===== config.mk =====
export PLATFORM = sky130hd
export DESIGN_NAME = utlpm_ctrl
export DESIGN_NICKNAME = d
export VERILOG_FILES = /design/src/rtl/utlpm_pkg.sv /design/src/rtl/utlpm_ctrl.sv
export SDC_FILE = /design/constraint.sdc
export NUM_CORES = 1
export LEC_CHECK = 0
export BUFFER_PORTS_ARGS = -buffer_cell sky130_fd_sc_hd__buf_2
export CAP_MARGIN = 30
export CORE_AREA = 2 2 39 41
export CTS_CLUSTER_DIAMETER = 60
export DETAILED_ROUTE_END_ITERATION = 10
export DIE_AREA = 0 0 41 43
export GPL_TIMING_DRIVEN = 0
export SLEW_MARGIN = 30
export SYNTH_ARGS = -nofsm -noshare
export SYNTH_HDL_FRONTEND = slang
export SYNTH_SLANG_ARGS = --single-unit

===== constraint.sdc =====
create_clock -name clk -period 2.4 [get_ports clk]
set_input_delay 0.24 -clock clk [delete_from_list [all_inputs] [get_ports clk]]
set_output_delay 0.24 -clock clk [all_outputs]
set_load 0.02 [all_outputs]

===== src/rtl/utlpm_pkg.sv =====
// Shared types and constants for the unibit trie longest-prefix match block.
`default_nettype none

package utlpm_pkg;

	localparam int ADDR_BITS  = 32;
	localparam int NODE_COUNT = 1024;
	localparam int HOP_BITS   = 16;
	localparam int IDX_BITS   = $clog2(NODE_COUNT);
	localparam int CNT_BITS   = $clog2(NODE_COUNT + 1);
	localparam int LEN_BITS   = 6;
	localparam int STAT_BITS  = 2;

	typedef enum logic {
		CMD_INSERT = 1'b0,
		CMD_LOOKUP = 1'b1
	} cmd_t;

	typedef enum logic [STAT_BITS-1:0] {
		ST_HIT    = 2'd0,
		ST_MISS   = 2'd1,
		ST_INS_OK = 2'd2,
		ST_FULL   = 2'd3
	} status_t;

	typedef struct packed {
		logic                valid;
		logic [HOP_BITS-1:0] hop;
		logic [IDX_BITS-1:0] left;
		logic [IDX_BITS-1:0] right;
	} node_t;

	typedef enum logic [1:0] {
		S_IDLE,
		S_WALK,
		S_EMIT
	} state_t;

	// controller -> datapath
	typedef struct packed {
		logic start;
		logic step;
		logic emit;
	} ctl_cmd_t;

	// datapath -> controller
	typedef struct packed {
		logic walk_end;
		logic out_free;
	} dp_status_t;

endpackage

`default_nettype wire


===== src/rtl/utlpm_ctrl.sv =====
// Controller: sequences accept, per-level walk and result delivery.
`default_nettype none

module utlpm_ctrl (
	input  wire logic                   clk,
	input  wire logic                   arst_n,
	input  wire logic                   req_valid,
	output logic                        req_stall,
	input  wire utlpm_pkg::dp_status_t  sts,
	output utlpm_pkg::ctl_cmd_t         ctl
);

	utlpm_pkg::state_t state_q;
	utlpm_pkg::state_t state_nx;

	always_ff @(posedge clk or negedge arst_n) begin
		if (!arst_n) begin
			state_q <= utlpm_pkg::S_IDLE;
		end else begin
			state_q <= state_nx;
		end
	end

	always_comb begin
		state_nx  = state_q;
		ctl       = '0;
		req_stall = 1'b1;
		unique case (state_q)
			utlpm_pkg::S_IDLE: begin
				req_stall = 1'b0;
				if (req_valid) begin
					ctl.start = 1'b1;
					state_nx  = utlpm_pkg::S_WALK;
				end
			end
			utlpm_pkg::S_WALK: begin
				ctl.step = 1'b1;
				if (sts.walk_end) begin
					state_nx = utlpm_pkg::S_EMIT;
				end
			end
			utlpm_pkg::S_EMIT: begin
				if (sts.out_free) begin
					ctl.emit = 1'b1;
					state_nx = utlpm_pkg::S_IDLE;
				end
			end
			default: begin
				state_nx = utlpm_pkg::S_IDLE;
			end
		endcase
	end

endmodule

`default_nettype wire


Word-level counts from Yosys, hierarchy flattened
Cells that the tools add are included.
{"block": "classes", "n_reduce_logical": 2, "n_eq_ne": 5, "mux": 10}
{"cell": "two-way mux 1 bit", "count": 6}
{"cell": "two-way mux 2 bit", "count": 3}
{"cell": "!= test 2 bit (second input constant)", "count": 3}
{"cell": "case mux 2 bit (3 select lines)", "count": 1}
{"cell": "AND reduction 3 bit", "count": 1}
{"cell": "== test 2 x 1 -> 1 bit (second input constant)", "count": 1}
{"cell": "== test 2 bit (second input constant)", "count": 1}
{"cell": "zero test 2 bit", "count": 1}
{"block": "totals", "ff_bits": 2, "elab_cells": 18}

Depth between registers and ports, before layout
{"block": "logic_depth", "depth_word": 3, "mapped_depth": 2, "ltp_nobuf": 2}

Least setup slack after synthesis
No wires, ideal clock.
{"block": "synth_timing", "path_kind": "reg2out", "startpoint": "register state_q[0]", "endpoint": "output ctl[2] in the netlist's numbering", "path_stages_with_launch": 3, "path_slack_ns": 1.107, "required_ns": 2.160, "arrival_time_ns": 1.053, "path_cell_list": "dfrtp_1 or2_1 nor2_1"}
{"item": "from (decl)", "line": "utlpm_ctrl.sv:13", "source": "utlpm_pkg::state_t state_q;"}
{"item": "from (signal assigned)", "line": "utlpm_ctrl.sv:18", "source": "state_q <= utlpm_pkg::S_IDLE;"}
{"item": "from (signal assigned)", "line": "utlpm_ctrl.sv:20", "source": "state_q <= state_nx;"}
{"item": "to (decl)", "line": "utlpm_ctrl.sv:10", "source": "output utlpm_pkg::ctl_cmd_t ctl"}

==> reports/metrics.yaml <==
grt:
  antenna_found_initial: 0
  grt_max_degree: 7
  gr-total-overflow: 0
  grt_pass1_wl_um: 510
  grt_pass1_vias: 151
  grt_util_all_layers: 0.0512
timing:
  rsz0062_at_grt: "no"
  slew_violations: 0
  setup_violations: 0
  relSlewSlack: 0.862
  finalHoldViolations: 0
  tightest_slew_ns: 0.206
  tns_ns: 0
  timing.final.crit_period_ns: 1.39
  worst_slack_ns: 1.01
  clock_skew_ns: 0.000903
  period_share: 0.578
  max_clock_freq_mhz: 721
die:
  die_x_um: 41
  core_area_sq_mm: 0.00138
  placementRows: 14
  initial_core_util: 0.0895
  die_h_um: 43
  dieArea_sq_mm: 0.00176
  num_io_pins: 9
yosys:
  synth_cell_type_count: 10
  syn_nets: 18
  ys_seq_area_frac: 0.404
  netlist_area_sq_um: 124
  syn_avg_cell_area_sq_um: 9.53
  synthesis.instances: 13
  synth-seq-cells: 2
  ys_warn_count: 0
clock_network:
  cts_num_sinks: 2
  h-tree-depth: 1
  cts-root-buf: "clkbuf_4"
  cts_made_buffers: 3
  clk_latency_ns: 0.22
  clockBufferDepth: 2
  cts_resized: 0
  cts_tree: "built"
  clk_pin_slew_ns: 0.03
final_layout:
  fin_cells: 41
  largest-register: "state_q"
  seq_area_sq_um: 50.0
  drive_gt1_frac: 0.560
  reg_top3: "state_q: 2 flops"
  fillers: 159
  largest_reg_flops: 2
  nets: 32
  area_growth_pct: 74.7
  n_antenna_cell: 0
  multi_input_area_sq_um: 62.6
  finish.utilization: 0.156
status:
  status: "finished, final reports clean"
power:
  ir_drop_uv: 223
  p_per_area_mw_per_mm2: 1330
  total_power_w: 0.000289
  p_leak_nw: 0.118
critical_path:
  critPathMaxFanout: 6
  worstPathArrival_ns: 1.15
  rr_worst_depth: 2
  regToRegStartpoint: "state_q[1]$_DFFE_PN0P_"
  crit_path_start_kind: "flip-flop"
  required_ns: 2.16
  criticalPathCategory: "reg2out"
  endpoint_kind: "primary output"
  crit_start: "state_q[0]$_DFFE_PN0P_"
min_path:
  worstHoldStart: "sts[1]"
  hp-class: "in2reg"
  min_path_cells: 2
drt:
  drc_errors: 0
  vias_per_cell: 3.12
  drt_iter0_markers: 3
  avgRoutedWirePerCell_um: 7.15
  totalWireLength_um: 293
  firstDrtPassIters: 4
  vias: 128
  drtAntennaViolNets: 0
flow_run:
  drv_cap: 0
place:
  dp.cells: 37
  globalplace.congestion: 0.556
  dp_slack_ns: 1.24
  portBuffers: 8
-- final timing paths --
| path | to | slack, ns |
|---|---|---|
| min in group asynchronous | state_q[1]$_DFFE_PN0P_ | 0.33 |
| min | state_q[0]$_DFFE_PN0P_ | 0.22 |
| max reg2reg | state_q[1]$_DFFE_PN0P_ | 1.54 |
| max | ctl[2] | 1.01 |
| min reg2reg | state_q[0]$_DFFE_PN0P_ | 0.54 |
| max in group asynchronous | state_q[0]$_DFFE_PN0P_ | 1.97 |
-- synth_stat cells --
master    n  share of area
nand2_1   1          0.030
buf_4     1          0.061
dfrtp_1   2           0.40
a21o_1    1          0.061
nor2_1    3          0.091
or2_1     1          0.051
nor2b_4   1           0.11
inv_1     1          0.030
nor3b_2   1           0.10
a211oi_1  1          0.061
-- logic make-up after synthesis --
logic type | after synthesis | share of synthesized area
buffers and inverters | 2 | 0.0909
and+or+nand+nor | 7 | 0.384
DFF | 2 | 0.404
AOI/OAI and AO/OA | 2 | 0.121
-- stage by stage --
stage | area, sq um | hold slack (ns)
floorplan | 124 | -0.0556
global placement | 184 | 0.0298
detailed placement | 184 | 0.0303
CTS | 216 | 0.216
global route | 216 | 0.233
finish | 216 | 0.222
-- power by group --
group / total [W] / internal [W] / switching (W) / leakage (nW)
registers: 0.0000749 / 0.0000501 / 0.0000248 / 0.0250
logic: 0.000139 / 0.0000689 / 0.0000704 / 0.0795
clock network: 0.0000743 / 0.0000552 / 0.0000191 / 0.0138
-- critical path, cell delays in order, from the launching register on --
cell and delay (ns):
dfrtp_1 0.42, or2_1 0.25, nor2_1 0.08, buf_2 0.17
-- cells in the final DEF, fill, tap and decap left out, drive strengths merged --
| cell | synthesis | routed |
|---|---|---|
| dfrtp | 2 | 2 |
| a211oi | 1 | 1 |
| a21o | 1 | 1 |
| nor2 | 3 | 3 |
| nor2b | 1 | 1 |
| inv | 1 | 1 |
| nand2 | 1 | 1 |
| buf | 1 | 9 |
| clkbuf | 0 | 3 |
| or2 | 1 | 1 |
| nor3b | 1 | 1 |
| dlygate4sd3 | 0 | 1 |
-- layout make-up --
cell class                      instances  share of cell area
Inverter                                1              0.0173
Timing Repair Buffer                    9               0.231
Buffer                                  1              0.0347
Clock buffer                            3               0.104
Multi-Input combinational cell          9               0.289
Tap cell                               16              0.0925
Sequential cell                         2               0.231
-- what timing repair did --
item	CTS	global route
endpoints found under the hold margin	2	0
hold buffers	1	0
buffers inserted	0	0
endpoints found under the setup margin	0	0
-- metal layers --
layer	vias to the layer above	GRT usage	wire length, um
met2	5	0.0750	165
met1	57	0.0288	88
li1	66	-	-
met5	-	0	0
met4	0	0.0800	0
met3	0	0.0314	39
No activity file was read; power rests on OpenSTA's default activity.
